`config.mk`:
```
export PLATFORM = sky130hd
export DESIGN_NAME = heater_run_state_controller_unit_flat
export DESIGN_NICKNAME = d
export VERILOG_FILES = /design/src/design/hrsc_pkg.sv /design/src/design/hrsc_if.sv /design/src/design/heater_run_state_controller_unit.sv /design/src/flat_wrapper.sv
export SDC_FILE = /design/constraint.sdc
export NUM_CORES = 1
export LEC_CHECK = 0
export BUFFER_PORTS_ARGS = -buffer_cell sky130_fd_sc_hd__buf_2
export CAP_MARGIN = 0
export CORE_ASPECT_RATIO = 0.9
export CORE_UTILIZATION = 55
export CTS_CLUSTER_SIZE = 24
export DETAILED_ROUTE_END_ITERATION = 7
export PLACE_DENSITY = 0.84
export SYNTH_ARGS = -nofsm -noshare
export SYNTH_HDL_FRONTEND = slang
export SYNTH_SLANG_ARGS = --single-unit
```
`constraint.sdc`:
```
create_clock -name clk -period 8.4 [get_ports clk]
set_input_delay 0.84 -clock clk [delete_from_list [all_inputs] [get_ports clk]]
set_output_delay 0.84 -clock clk [all_outputs]
set_load 0.01 [all_outputs]
```
`src/design/hrsc_pkg.sv`:
```
// ----------------------------------------------------------------------------
// hrsc_pkg: heater run state controller shared definitions
// Types, codes and constants used by the channel interfaces and the controller.
// ----------------------------------------------------------------------------
package hrsc_pkg;

	localparam int unsigned TICK_W  = 21;
	localparam int unsigned COUNT_W = 32;

	localparam logic [TICK_W-1:0] TIMEOUT_RESET = TICK_W'(30 * 60 * 1000);

	localparam logic [2:0] OP_TICK   = 3'd0;
	localparam logic [2:0] OP_STOP   = 3'd1;
	localparam logic [2:0] OP_LOW    = 3'd2;
	localparam logic [2:0] OP_MEDIUM = 3'd3;
	localparam logic [2:0] OP_HIGH   = 3'd4;

	typedef enum logic [1:0] {
		MODE_OFF  = 2'd0,
		MODE_HEAT = 2'd1,
		MODE_ERR  = 2'd2
	} mode_t;

	typedef enum logic [1:0] {
		LEVEL_LOW    = 2'd0,
		LEVEL_MEDIUM = 2'd1,
		LEVEL_HIGH   = 2'd2
	} level_t;

	typedef struct packed {
		logic [2:0] op;
		logic       press_confirmed;
		logic       calibration_valid;
		logic       overcurrent_tripped;
	} in_item_t;

	typedef struct packed {
		logic [1:0]         run_state;
		logic [1:0]         power_level;
		logic               drive_enable;
		logic               trip_clear;
		logic               beep;
		logic [COUNT_W-1:0] stop_presses;
		logic [COUNT_W-1:0] low_presses;
		logic [COUNT_W-1:0] medium_presses;
		logic [COUNT_W-1:0] high_presses;
		logic [TICK_W-1:0]  elapsed;
	} out_item_t;

endpackage

```
`src/design/hrsc_if.sv`:
```
// ----------------------------------------------------------------------------
// hrsc_if: heater run state controller channels
// Valid/ready channels for event transactions and result transactions.
// ----------------------------------------------------------------------------
interface hrsc_in_if;
	logic              valid;
	logic              ready;
	hrsc_pkg::in_item_t item;

	modport source (output valid, output item, input ready);
	modport sink   (input valid, input item, output ready);
endinterface

interface hrsc_out_if;
	logic               valid;
	logic               ready;
	hrsc_pkg::out_item_t item;

	modport source (output valid, output item, input ready);
	modport sink   (input valid, input item, output ready);
endinterface

```
`src/design/heater_run_state_controller_unit.sv`:
```
// ----------------------------------------------------------------------------
// heater_run_state_controller_unit: induction heater run controller
// Event transactions pass through an input register, a combinational state update
// and a result register. Throughput: one transaction per cycle while the result side
// is not stalled; a held result also holds a full input register in that cycle.
// Reset: run state off, level low, elapsed and press counters zero, timeout
// 1800000 ticks.
// ----------------------------------------------------------------------------
module heater_run_state_controller_unit (
	input  logic                       clk,
	input  logic                       arst_n,
	hrsc_in_if.sink                    evt,
	hrsc_out_if.source                 res,
	input  logic                       timeout_we,
	input  logic [hrsc_pkg::TICK_W-1:0] timeout_wdata
);
	import hrsc_pkg::*;

	logic               valid_s1;
	in_item_t           item_s1;
	logic               res_valid_q;
	out_item_t          res_item_q;
	logic               advance;
	logic               fire_s1;

	logic [TICK_W-1:0]  timeout_q;
	mode_t              mode_q;
	level_t             level_q;
	logic [TICK_W-1:0]  heat_q;
	logic [COUNT_W-1:0] stop_q;
	logic [COUNT_W-1:0] low_q;
	logic [COUNT_W-1:0] medium_q;
	logic [COUNT_W-1:0] high_q;

	mode_t              mode_n;
	level_t             level_n;
	logic [TICK_W-1:0]  heat_n;
	logic [COUNT_W-1:0] stop_n;
	logic [COUNT_W-1:0] low_n;
	logic [COUNT_W-1:0] medium_n;
	logic [COUNT_W-1:0] high_n;
	logic               clr_n;
	logic               beep_n;
	logic [TICK_W-1:0]  ticks_inc;
	logic               start_ok;

	assign advance   = !res_valid_q || res.ready;
	assign fire_s1   = valid_s1 && advance;
	assign evt.ready = !valid_s1 || advance;
	assign res.valid = res_valid_q;
	assign res.item  = res_item_q;

	assign ticks_inc = heat_q + TICK_W'(1);
	assign start_ok  = (mode_q == MODE_OFF) && item_s1.calibration_valid;

	always_comb begin
		mode_n   = mode_q;
		level_n  = level_q;
		heat_n   = heat_q;
		stop_n   = stop_q;
		low_n    = low_q;
		medium_n = medium_q;
		high_n   = high_q;
		clr_n    = 1'b0;
		beep_n   = 1'b0;
		case (item_s1.op)
			OP_TICK: begin
				if (mode_q == MODE_HEAT) begin
					if (item_s1.overcurrent_tripped) begin
						mode_n = MODE_ERR;
					end else if (ticks_inc >= timeout_q) begin
						mode_n = MODE_OFF;
						heat_n = '0;
					end else begin
						heat_n = ticks_inc;
					end
				end
			end
			OP_STOP: begin
				if (item_s1.press_confirmed) begin
					beep_n = 1'b1;
					stop_n = stop_q + COUNT_W'(1);
					if (mode_q != MODE_OFF) begin
						clr_n  = (mode_q == MODE_ERR);
						mode_n = MODE_OFF;
						heat_n = '0;
					end
				end
			end
			OP_LOW: begin
				if (item_s1.press_confirmed) begin
					beep_n = 1'b1;
					low_n  = low_q + COUNT_W'(1);
					if (start_ok) begin
						level_n = LEVEL_LOW;
						mode_n  = MODE_HEAT;
						heat_n  = '0;
					end
				end
			end
			OP_MEDIUM: begin
				if (item_s1.press_confirmed) begin
					beep_n   = 1'b1;
					medium_n = medium_q + COUNT_W'(1);
					if (start_ok) begin
						level_n = LEVEL_MEDIUM;
						mode_n  = MODE_HEAT;
						heat_n  = '0;
					end
				end
			end
			OP_HIGH: begin
				if (item_s1.press_confirmed) begin
					beep_n = 1'b1;
					high_n = high_q + COUNT_W'(1);
					if (start_ok) begin
						level_n = LEVEL_HIGH;
						mode_n  = MODE_HEAT;
						heat_n  = '0;
					end
				end
			end
			default: begin
			end
		endcase
	end

	always_ff @(posedge clk or negedge arst_n) begin
		if (!arst_n) begin
			valid_s1    <= 1'b0;
			res_valid_q <= 1'b0;
			timeout_q   <= TIMEOUT_RESET;
			mode_q      <= MODE_OFF;
			level_q     <= LEVEL_LOW;
			heat_q      <= '0;
			stop_q      <= '0;
			low_q       <= '0;
			medium_q    <= '0;
			high_q      <= '0;
		end else begin
			if (evt.ready) begin
				valid_s1 <= evt.valid;
			end
			if (advance) begin
				res_valid_q <= valid_s1;
			end
			if (timeout_we) begin
				timeout_q <= timeout_wdata;
			end
			if (fire_s1) begin
				mode_q   <= mode_n;
				level_q  <= level_n;
				heat_q   <= heat_n;
				stop_q   <= stop_n;
				low_q    <= low_n;
				medium_q <= medium_n;
				high_q   <= high_n;
			end
		end
	end

	always_ff @(posedge clk) begin
		if (evt.valid && evt.ready) begin
			item_s1 <= evt.item;
		end
		if (fire_s1) begin
			res_item_q.run_state      <= mode_n;
			res_item_q.power_level    <= level_n;
			res_item_q.drive_enable   <= (mode_n == MODE_HEAT);
			res_item_q.trip_clear     <= clr_n;
			res_item_q.beep           <= beep_n;
			res_item_q.stop_presses   <= stop_n;
			res_item_q.low_presses    <= low_n;
			res_item_q.medium_presses <= medium_n;
			res_item_q.high_presses   <= high_n;
			res_item_q.elapsed        <= heat_n;
		end
	end

	a_drive_matches_state: assert property (@(posedge clk) disable iff (!arst_n)
		res_valid_q |-> (res_item_q.drive_enable == (res_item_q.run_state == MODE_HEAT)))
		else $error("drive enable disagrees with run state");

	a_trip_clear_on_stop: assert property (@(posedge clk) disable iff (!arst_n)
		(res_valid_q && res_item_q.trip_clear) |->
			(res_item_q.beep && res_item_q.run_state == MODE_OFF))
		else $error("trip clear without a stop to off");

	a_off_has_no_elapsed: assert property (@(posedge clk) disable iff (!arst_n)
		(res_valid_q && res_item_q.run_state == MODE_OFF) |-> (res_item_q.elapsed == '0))
		else $error("elapsed ticks left over in off state");

endmodule

```
`src/flat_wrapper.sv`:
```
// flat-port wrapper written by rule: the top's interface ports become plain ports
module heater_run_state_controller_unit_flat import hrsc_pkg::*;
  (clk, arst_n, timeout_we, timeout_wdata, evt_valid, evt_item, evt_ready, res_valid, res_item, res_ready);
  hrsc_in_if evt_i ();
  hrsc_out_if res_i ();
  input  logic clk;
  input  logic arst_n;
  input  logic timeout_we;
  input  logic [hrsc_pkg::TICK_W-1:0] timeout_wdata;
  input wire logic [$bits(evt_i.valid)-1:0] evt_valid;
  input wire logic [$bits(evt_i.item)-1:0] evt_item;
  output wire logic [$bits(evt_i.ready)-1:0] evt_ready;
  output wire logic [$bits(res_i.valid)-1:0] res_valid;
  output wire logic [$bits(res_i.item)-1:0] res_item;
  input wire logic [$bits(res_i.ready)-1:0] res_ready;
  assign evt_i.valid = evt_valid;
  assign evt_i.item = evt_item;
  assign evt_ready = evt_i.ready;
  assign res_valid = res_i.valid;
  assign res_item = res_i.item;
  assign res_i.ready = res_ready;
  heater_run_state_controller_unit u_core (.clk(clk), .arst_n(arst_n), .evt(evt_i), .res(res_i), .timeout_we(timeout_we), .timeout_wdata(timeout_wdata));
endmodule
```
# Word level (Yosys, flattened, before mapping)
# Index checks and enable logic that the tools add are counted.
# word_totals
ff_bits	338
input_bits	32
out_inout_bits	158
# classes
addsub	5
order_cmp	1
eq_ne	7
mux	32
reduce_logical	13
# op_table
op	n
32-bit two-way mux	8
21-bit two-way mux	7
32-bit by 1-bit adder with 32-bit output (second input constant)	4
21-bit one-hot mux with 3 select lines	1
2-bit two-way mux	13
21-bit by 1-bit adder with 21-bit output (second input constant)	1
21-bit greater-or-equal comparator	1
2-bit one-hot mux with 3 select lines	2
3-bit by 2-bit equality test with 1-bit output (second input constant)	2
2-bit by 1-bit equality test with 1-bit output (second input constant)	2
4-bit OR reduction	1
3-bit by 1-bit equality test with 1-bit output (second input constant)	1
3-bit equality test (second input constant)	1
1-bit logical AND	3
3-bit zero test	1
3-bit AND reduction	1
3-bit OR reduction	1
2-bit equality test (second input constant)	1
1-bit zero test	2
2-bit zero test	1
1-bit logical OR	2
2-bit nonzero test	1
1-bit two-way mux	1

# Depth between registers and ports, before layout
# Gate-level depths: netlist (run 1).
# logic_depth
ltp_word	7
mapped_depth	16

# Least setup slack after synthesis (run 1)
# No wires, ideal clock.
# synth_timing
kind	in2reg
from	input port res_ready
to	register u_core.high_q[1]
t_arrival_ns	6.239
required_time_ns	8.047
path_slack_ns	1.809
path_stages	6
path_buffers	2
path_cell_list	nand2b_1 -> nand2_1 -> inv_2 -> clkbuf_1 -> clkbuf_1 -> a31oi_1
# synth_via
elab_chain_len	2
# synth_rtl
element	line_no	text
start: declaration	flat_wrapper.sv:15	input wire logic [$bits(res_i.ready)-1:0] res_ready;
1-bit logical OR	heater_run_state_controller_unit.sv:47	assign advance = !res_valid_q || res.ready;
1-bit logical AND	heater_run_state_controller_unit.sv:48	assign fire_s1 = valid_s1 && advance;
via u_core.fire_s1	heater_run_state_controller_unit.sv:24	logic fire_s1;
end signal: assignment	heater_run_state_controller_unit.sv:157	high_q <= high_n;
end: declaration	heater_run_state_controller_unit.sv:33	logic [COUNT_W-1:0] high_q;
# The timed path passes the listed nets, and every way through them passes these cells.
# A chain may end at the register's enable or synchronous reset.

# Worst setup path in the final report (run 1)
# layout_timing
from	register u_core.heat_q[0]
to	register u_core.res_item_q (netlist bit u_core.res.item[19]), data pin
# layout_via
elab_chain_len	6
# layout_rtl
element	line_no	text
start: declaration	heater_run_state_controller_unit.sv:29	logic [TICK_W-1:0] heat_q;
start signal: assignment	heater_run_state_controller_unit.sv:153	heat_q <= heat_n;
21-bit by 1-bit adder with 21-bit output (*)	heater_run_state_controller_unit.sv:53	assign ticks_inc = heat_q + TICK_W'(1);
21-bit greater-or-equal comparator	heater_run_state_controller_unit.sv:71	end else if (ticks_inc >= timeout_q) begin
21-bit two-way mux (*)	heater_run_state_controller_unit.sv:71	
21-bit two-way mux (*)	heater_run_state_controller_unit.sv:69	if (item_s1.overcurrent_tripped) begin
21-bit two-way mux (*)	heater_run_state_controller_unit.sv:68	if (mode_q == MODE_HEAT) begin
21-bit one-hot mux with 3 select lines (*)	heater_run_state_controller_unit.sv:66	case (item_s1.op)
via u_core.heat_n[19]	heater_run_state_controller_unit.sv:37	logic [TICK_W-1:0] heat_n;
end: declaration	heater_run_state_controller_unit.sv:22	out_item_t res_item_q;
# The timed path passes the listed nets; every way through them passes the cells marked *.

==> impl_metrics.tcl, run 1 <==
set metrics [dict create \
    status "completed" \
    whs_ns 0.288 \
    cts_made_buffers 36 \
    chipWidth_um 181 \
    power_mw 3.84 \
    pre_cts_ws_ns 4.04 \
    slowest_delay_ns 0.59 \
    die_area_mm2 0.0295 \
    final_area_mm2 0.0183 \
    synth_edf_count 162 \
    hold_class "in2async" \
    dr.pass1.iters 5 \
    critPathTopFamily "simple AND/OR/NAND/NOR gates" \
    seq_area_frac_synth 0.585 \
    worst_pin_slew_ns 0.846 \
    async_flop_share 0.521 \
    synth_seq_cells 338 \
    avgSynthCellArea_um2 11.4 \
    area_growth_pct 15.1 \
    final-max-slew-violation-count 0 \
    syn_area_mm2 0.0159 \
    drt_iter0_markers 830 \
    p_switching_uw 925 \
    rrSetupSlack_ns 3.97 \
    hold_viol 0 \
    layout.nets 1627 \
    hold_buffers 0 \
    worst-setup-path-type "reg2reg" \
    fin_crit_ns 4.43 \
    cp.arrival_ns 4.78 \
    fmax_mhz 226 \
    cts-root-buf "clkbuf_16" \
    power_frac_comb 0.084 \
    hpwl_mm 22.3 \
    syn_inst 1392 \
    timing.critical_path.mode_cell "ha_1" \
    max_slew_margin 0.436 \
    p_int_mw 2.92 \
    io_pins 190 \
    grt_max_degree 100 \
    antenna_found_initial 0 \
    min_period_over_period 0.527 \
    cts_max_level 2 \
    power_frac_seq 0.504 \
    start_kind "register" \
    cts_resized 0 \
    tns_ns 0 \
    clk_path_buf_depth 3 \
    grt_overflow_total 0 \
    crit_chain "ha_1, nand4_2, or4_4, or3_4, xnor2_1, ha_1, nand4_1, o21ai_0, a2111oi_0, o221ai_1, buf_4, or2_1, o22ai_1" \
    num_rows 58 \
    yosysUniqueCellTypes 67 \
    finClkSkew_ns 0.0182 \
    p_per_area_mw_per_mm2 210 \
    dpl.cell_count 1891 \
    cts_setup_buffers 0 \
    initial_utilization 0.563 \
    cts_tree "done" \
    placed_cell_area_mm2 0.0171 \
    critPathSlowestCell "or4_4" \
    num_vias 10768 \
    die_y_um 163 \
    cp.required_ns 8.75 \
    setup_slack_ns 3.97 \
    switching_share 0.241 \
    cp_max_fo 21 \
    cap_violations 0 \
    grt_usage 0.228 \
    clock_latency_ns 0.52 \
    timing.critical_path.buf_inv 1 \
    end_kind "register" \
    gp_congestion 0.857 \
    yosysWarnings 0 \
    clock-sinks 338 \
    core_area_mm2 0.0282 \
    power_frac_clock 0.412 \
    synthFlopType "dfrtp_1" \
    rsz0062_at_grt "no" \
    grt_pass1_wl_mm 54.0 \
    final_common_cell "buf_2" \
    p_leak_nw 8.21 \
    route.detailed.drc 0 \
    grt_pass1_vias 10794 \
    drt-vias-per-instance 5.50 \
    fin_util 0.648 \
    antenna_cells 0 \
    wl_per_cell_um 17.0 \
    worst_ir_drop_vdd_v 0.000143 \
    final_cells 1957 \
    wirelength_mm 33.2 \
    n_fill_cell 2120 \
    port_buffers 189 \
    ant_nets 0 \
    final_cell_mix "188 x buf_2, 181 x nand2_1, 165 x dfrtp_1" \
    drive_above_1_share 0.194 \
    clk_pin_slew_worst_paths_ns 0.06 \
    setup-violations-final 0 \
    synth_nets 1450 \
]
==> metal layers <==
metal	GRT usage	up-vias	wire length [um]
li1	-	5156	-
met1	0.307	5241	15000
met2	0.376	301	15700
met3	0.0419	70	1650
met4	0.0778	0	840
met5	0	-	0
==> cell type report <==
cell class,count,area (um2),share of cell area
tap,360,450,0.0247
inverter,45,176,0.00967
sequential,338,9280,0.509
clock buffer,47,1000,0.0550
timing repair buffer,196,1000,0.0550
clock inverter,19,178,0.00973
multi-input combinational,952,6160,0.337
==> synthesized netlist by cell type, types with 3 or more instances <==
cell type	count	area, um2
nand2_1	182	683
dfrtp_1	165	4130
edfxtp_1	162	4860
xnor2_1	141	1230
nor2_1	126	473
xor2_1	122	1070
nand3_1	61	305
inv_1	44	165
o21ai_0	42	210
nand4_1	38	238
nor3_1	32	160
clkbuf_1	30	113
ha_1	26	325
and3_1	22	138
buf_2	20	100
and4_1	15	131
a21oi_1	14	70.1
dfstp_2	11	289
o21ai_1	11	55.1
a21o_1	9	67.6
nand2b_1	7	43.8
nor3_2	7	70.1
or2_2	6	37.5
or3_1	6	37.5
or3_4	6	67.6
a211oi_1	5	37.5
a31oi_1	5	31.3
and2_1	5	31.3
o22ai_1	5	31.3
a22o_1	4	35.0
buf_1	4	15.0
nor4_1	4	25.0
a211o_1	3	26.3
buf_4	3	22.5
o31ai_1	3	22.5
or4_4	3	33.8
==> power groups by stage <==
stage               Combinational (mW)  Clock, mW  Sequential [mW]
floorplan                        0.171          0             1.98
global placement                 0.315          0             1.96
detailed placement               0.325          0             1.97
CTS                              0.326       1.62             1.94
global route                     0.360       1.68             1.95
finish                           0.323       1.58             1.94
==> state kept, by name, summed over array words and instances, names as in the netlist <==
name              flops
u_core.timeout_q     21
u_core.medium_q      32
u_core.heat_q        21
u_core.level_q        2
u_core.mode_q         2
u_core.valid_s1       1
u_core.stop_q        32
u_core.high_q        32
u_core.res.valid      1
u_core.res.item     156
u_core.item_s1        6
u_core.low_q         32
==> cell families after synthesis <==
group                      Yosys count  share of synthesized area
xor gates and xnor gates           263                      0.145
DFF                                338                      0.585
muxes                                2                    0.00142
and+or+nand+nor                    547                      0.177
buffers and inverters              102                     0.0264
AOI/OAI and AO/OA                  114                     0.0442
adders and majority gates           26                     0.0205
==> path summary, 6_finish.rpt <==
| path | startpoint | to | depth (start not counted) |
|---|---|---|---|
| hold reg to reg | u_core.level_q[0]$_DFFE_PN0P_ | u_core.level_q[0]$_DFFE_PN0P_ | 2 |
| hold / removal | arst_n | u_core.heat_q[8]$_DFFE_PN0P_ | 1 |
| min in group clk | u_core.level_q[0]$_DFFE_PN0P_ | u_core.level_q[0]$_DFFE_PN0P_ | 2 |
| setup reg to reg | u_core.heat_q[0]$_DFFE_PN0P_ | u_core.res.item[19]$_DFFE_PP_ | 13 |
| max in group asynchronous | arst_n | u_core.low_q[6]$_DFFE_PN0P_ | 2 |
| setup / recovery | u_core.heat_q[0]$_DFFE_PN0P_ | u_core.res.item[19]$_DFFE_PP_ | 13 |
(Power assumes the default switching activity.)
==> run 2, diff against run 1 <==
==> constraint.sdc (replaced) <==
create_clock -name clk -period 4.45 [get_ports clk]
set_input_delay 0.445 -clock clk [delete_from_list [all_inputs] [get_ports clk]]
set_output_delay 0.445 -clock clk [all_outputs]
set_load 0.01 [all_outputs]
==> impl_metrics.tcl, run 2 (synthesis results as in run 1) <==
set metrics [dict create \
    hold_class "in2async" \
    fin_util 0.652 \
    wl_per_cell_um 16.5 \
    worst_pin_slew_ns 0.928 \
    grt_max_degree 119 \
    drive_above_1_share 0.198 \
    p_leak_nw 8.26 \
    min_period_over_period 0.948 \
    finClkSkew_ns 0.0202 \
    final-max-slew-violation-count 0 \
    die_y_um 163 \
    route.detailed.drc 0 \
    area_growth_pct 15.8 \
    cts-root-buf "clkbuf_16" \
    antenna_found_initial 0 \
    grt_overflow_total 0 \
    end_kind "register" \
    whs_ns 0.0197 \
    antenna_cells 0 \
    final_area_mm2 0.0184 \
    worst_ir_drop_vdd_v 0.000287 \
    final_cell_mix "188 x buf_2, 181 x nand2_1, 165 x dfrtp_1" \
    die_area_mm2 0.0295 \
    cp.required_ns 4.71 \
    clock-sinks 338 \
    grt_usage 0.221 \
    start_kind "register" \
    grt_pass1_vias 10354 \
    wirelength_mm 32.3 \
    setup_slack_ns 0.231 \
    fmax_mhz 237 \
    pre_cts_ws_ns 0.161 \
    status "completed" \
    setup-violations-final 0 \
    clk_pin_slew_worst_paths_ns 0.06 \
    ant_nets 0 \
    ff2ff_path_depth 13 \
    final_common_cell "buf_2" \
    power_mw 7.40 \
    grt_pass1_wl_mm 52.5 \
    drt_iter0_markers 832 \
    cp_max_fo 14 \
    core_area_mm2 0.0282 \
    cts_max_level 2 \
    chipWidth_um 181 \
    num_rows 58 \
    largest_reg_flops 156 \
    num_vias 10741 \
    clock_latency_ns 0.52 \
    cts_made_buffers 36 \
    port_buffers 189 \
    worst-setup-path-type "reg2reg" \
    n_fill_cell 2136 \
    placed_cell_area_mm2 0.0171 \
    io_pins 190 \
    hpwl_mm 21.6 \
    cap_violations 0 \
    gp_congestion 0.919 \
    clk_path_buf_depth 3 \
    cp.arrival_ns 4.47 \
    cts_tree "done" \
    p_per_area_mw_per_mm2 403 \
    layout.nets 1632 \
    hold_buffers 0 \
    fin_crit_ns 4.22 \
    hold_viol 0 \
    initial_utilization 0.563 \
    drt-vias-per-instance 5.47 \
    rsz0062_at_grt "yes" \
    max_slew_margin 0.381 \
    dr.pass1.iters 6 \
]
-- run 2: changes by cell type in the layout (fill, tap and decap cells not counted), sizes merged --
cell and change:
clkinvlp +1, buf +5, bufinv +2, clkbuf +1, clkinv -4
-- run 2: timing repair --
item / CTS / global route
endpoints found under the setup margin: 0 / 29
endpoints found under the hold margin: 0 / 0
setup buffers: 0 / 0
gates resized for setup: 0 / 5
-- run 2: final timing paths --
kind                            slack [ns]                           from                              end
worst min register to register        0.48  u_core.level_q[0]$_DFFE_PN0P_    u_core.level_q[0]$_DFFE_PN0P_
worst max-delay path                  0.23   u_core.heat_q[1]$_DFFE_PN0P_    u_core.res.item[20]$_DFFE_PP_
max in group asynchronous             3.26                         arst_n  u_core.medium_q[27]$_DFFE_PN0P_
worst min-delay path                  0.02                         arst_n     u_core.stop_q[9]$_DFFE_PN0P_
worst max register to register        0.23   u_core.heat_q[1]$_DFFE_PN0P_    u_core.res.item[20]$_DFFE_PP_
min in group clk                      0.12                    evt_item[4]      u_core.item_s1[4]$_DFFE_PP_
-- run 2: area by class of cell --
cell class	instances	area, um2	area share
clock buffers	48	1030	0.0560
clock inverters	18	219	0.0119
inverters	45	176	0.00961
multi-input cells	952	6160	0.336
flip-flops and latches	338	9280	0.505
well taps	360	450	0.0245
repair buffers	201	1040	0.0568
-- run 2: power by group --
part / internal [mW] / switching, mW
logic: 0.225 / 0.390
registers: 3.51 / 0.140
clock network: 1.92 / 1.21
total: 5.66 / 1.74
-- run 2: critical path, cell delays in order, from the launching register on --
cell,delay [ns]
dfrtp_1,0.42
ha_2,0.28
nand4_2,0.16
or4_4,0.59
or3_4,0.40
xnor2_1,0.14
ha_1,0.35
nand4_1,0.16
nor3_1,0.31
o211ai_1,0.16
o221ai_1,0.29
buf_4,0.26
nor2_1,0.10
a221o_1,0.37
-- run 2: metal layers --
layer | part of all wire | GRT usage | wire length [um] | vias up
li1 | - | - | - | 5157
met1 | 0.47 | 0.318 | 15100 | 5188
met2 | 0.45 | 0.346 | 14600 | 334
met3 | 0.056 | 0.0355 | 1800 | 62
met4 | 0.025 | 0.0732 | 818 | 0
met5 | 0 | 0 | 0 | -
-- run 2: metrics by stage --
stage | setup TNS, ns | cells
floorplan | 0 | 1392
global placement | 0 | 1896
detailed placement | 0 | 1896
CTS | 0 | 1962
global route | -0.0508 | 1962
finish | 0 | 1962
==> run 3, diff against run 2 <==
--- a/config.mk
+++ b/config.mk
@@ -9,9 +9,10 @@
 export CAP_MARGIN = 0
 export CORE_ASPECT_RATIO = 0.9
 export CORE_UTILIZATION = 55
+export CTS_BUF_LIST = sky130_fd_sc_hd__clkbuf_2
 export CTS_CLUSTER_SIZE = 24
 export DETAILED_ROUTE_END_ITERATION = 7
-export PLACE_DENSITY = 0.84
+export PLACE_DENSITY_LB_ADDON = 0.1
 export SYNTH_ARGS = -nofsm -noshare
 export SYNTH_HDL_FRONTEND = slang
 export SYNTH_SLANG_ARGS = --single-unit
==> impl_metrics.tcl, run 3 (synthesis results as in run 1) <==
set metrics [dict create \
    whs_ns 0.0897 \
    drive_above_1_share 0.232 \
    cts_max_level 3 \
    clock_latency_ns 0.89 \
    drt-vias-per-instance 5.25 \
    final_cell_mix "188 x buf_2, 181 x nand2_1, 165 x dfrtp_1" \
    pre_cts_ws_ns 0.118 \
    min_to "u_core.timeout_q[3]$_DFFE_PN0P_" \
    cts-root-buf "clkbuf_2" \
    p_switching_mw 1.79 \
    cp_max_fo 14 \
    fin_crit_ns 4.17 \
    clk_path_buf_depth 3 \
    gp_congestion 0.908 \
    timing.critical_path.mode_cell "o21ai_0" \
    setup_slack_ns 0.279 \
    area_growth_pct 16.3 \
    grt_max_degree 102 \
    final-max-slew-violation-count 0 \
    worst_pin_slew_ns 1.01 \
    clk_pin_slew_worst_paths_ns 0.11 \
    grt_pass1_vias 10704 \
    ant_nets 0 \
    p_leak_nw 8.46 \
    max_slew_margin 0.327 \
    worst_ir_drop_vdd_v 0.000248 \
    end_kind "register" \
    switching_share 0.274 \
    num_vias 11050 \
    power_frac_clock 0.342 \
    hold_depth 3 \
    power_frac_comb 0.100 \
    grt_overflow_total 0 \
    initial_utilization 0.563 \
    route.detailed.drc 0 \
    p_int_mw 4.73 \
    cp.arrival_ns 4.84 \
    hold_viol 0 \
    wl_per_cell_um 15.6 \
    antenna_found_initial 1 \
    r2r_start "u_core.heat_q[1]$_DFFE_PN0P_" \
    die_area_mm2 0.0295 \
    reg2reg_to "u_core.res.item[16]$_DFFE_PP_" \
    chipWidth_um 181 \
    finClkSkew_ns 0.0853 \
    crit_chain "ha_2, nand4_2, or4_4, or3_4, xnor2_1, ha_1, nand4_1, o21ai_0, a2111oi_2, o221ai_1, buf_4, or2_2, o21ai_0" \
    cts_setup_buffers 0 \
    hold_class "in2reg" \
    setup-violations-final 0 \
    min_period_over_period 0.937 \
    wirelength_mm 32.8 \
    io_pins 190 \
    dr.pass1.iters 5 \
    grt_pass1_wl_mm 53.4 \
    cts_tree "done" \
    holdCritStartpoint "timeout_we" \
    worst-setup-path-type "reg2reg" \
    cp.required_ns 5.12 \
    final_area_mm2 0.0184 \
    power_frac_seq 0.559 \
    timing.critical_path.buf_inv 1 \
    port_buffers 189 \
    placed_cell_area_mm2 0.0171 \
    hpwl_mm 21.3 \
    final_common_cell "buf_2" \
    cap_violations 0 \
    rsz0062_at_grt "no" \
    slowest_delay_ns 0.59 \
    drt_iter0_markers 601 \
    start_kind "register" \
    core_area_mm2 0.0282 \
    largest_reg_flops 156 \
    num_rows 58 \
    critPathSlowestCell "or4_4" \
    clock-sinks 338 \
    layout.nets 1727 \
    p_per_area_mw_per_mm2 354 \
    status "completed" \
    fmax_mhz 240 \
    die_y_um 163 \
    ff2ff_path_depth 13 \
    grt_usage 0.227 \
    cts_made_buffers 86 \
    critPathTopFamily "simple AND/OR/NAND/NOR gates" \
    rrSetupSlack_ns 0.28 \
    tns_ns 0 \
]
## run 3: repair_timing
action,4_1_cts,5_1_grt
gates resized for setup,0,5
hold endpoints to repair,129,0
endpoints found under the setup margin,0,28
hold buffers,45,0
## run 3: worst register-to-register path: stages, from the launching register on
cell	delay, ns
dfrtp_1	0.43
ha_2	0.27
nand4_2	0.17
or4_4	0.59
or3_4	0.41
xnor2_1	0.14
ha_1	0.32
nand4_1	0.14
o21ai_0	0.12
a2111oi_2	0.31
o221ai_1	0.22
buf_4	0.24
or2_2	0.43
o21ai_0	0.23
## run 3: layout make-up
class / count / area, um2
Sequential cell: 338 / 9280
Clock buffer: 135 / 676
Timing Repair Buffer: 246 / 1510
Multi-Input combinational cell: 952 / 6160
Inverter: 45 / 176
Fill cell: 2270 / 9710
Antenna cell: 5 / 12.5
Tap cell: 360 / 450
Clock inverter: 23 / 176
## run 3: power groups by stage
| stage | Sequential (mW) | Combinational, mW | Clock, mW |
|---|---|---|---|
| finish | 3.65 | 0.650 | 2.23 |
| global placement | 3.71 | 0.612 | 0 |
| global route | 3.67 | 0.729 | 2.46 |
| floorplan | 3.73 | 0.323 | 0 |
| CTS | 3.65 | 0.656 | 2.31 |
| detailed placement | 3.71 | 0.619 | 0 |
## run 3: how the worst max path moves through the flow
| stage | from | endpoint | depth (start not counted) |
|---|---|---|---|
| 6_report | u_core.heat_q[1]$_DFFE_PN0P_ | u_core.res.item[16]$_DFFE_PP_ | 13 |
| 5_1_grt | u_core.heat_q[1]$_DFFE_PN0P_ | u_core.res.item[0]$_DFFE_PP_ | 13 |
| 4_1_cts | u_core.heat_q[1]$_DFFE_PN0P_ | u_core.res.item[16]$_DFFE_PP_ | 13 |
| 3_5_place_dp | u_core.heat_q[1]$_DFFE_PN0P_ | u_core.res.item[12]$_DFFE_PP_ | 13 |
| 3_3_place_gp | u_core.heat_q[1]$_DFFE_PN0P_ | u_core.res.item[12]$_DFFE_PP_ | 13 |
| 2_1_floorplan | u_core.heat_q[0]$_DFFE_PN0P_ | u_core.res.item[20]$_DFFE_PP_ | 13 |
## run 3: through the flow
| step | utilization | std cells | power (mW) |
|---|---|---|---|
| 4_1_cts | 0.654 | 2099 | 6.61 |
| 5_1_grt | 0.655 | 2104 | 6.86 |
| 6_report | 0.655 | 2104 | 6.52 |
| 2_1_floorplan | - | 1392 | 4.06 |
| 3_5_place_dp | 0.608 | 1896 | 4.33 |
| 3_3_place_gp | 0.608 | 1896 | 4.32 |
## run 3: layer usage
| metal | vias to the layer above | routed length [um] | GRT usage |
|---|---|---|---|
| li1 | 5408 | - | - |
| met1 | 5266 | 15300 | 0.317 |
| met2 | 313 | 14900 | 0.349 |
| met3 | 63 | 1870 | 0.0493 |
| met4 | 0 | 725 | 0.0886 |
| met5 | - | 0 | 0 |
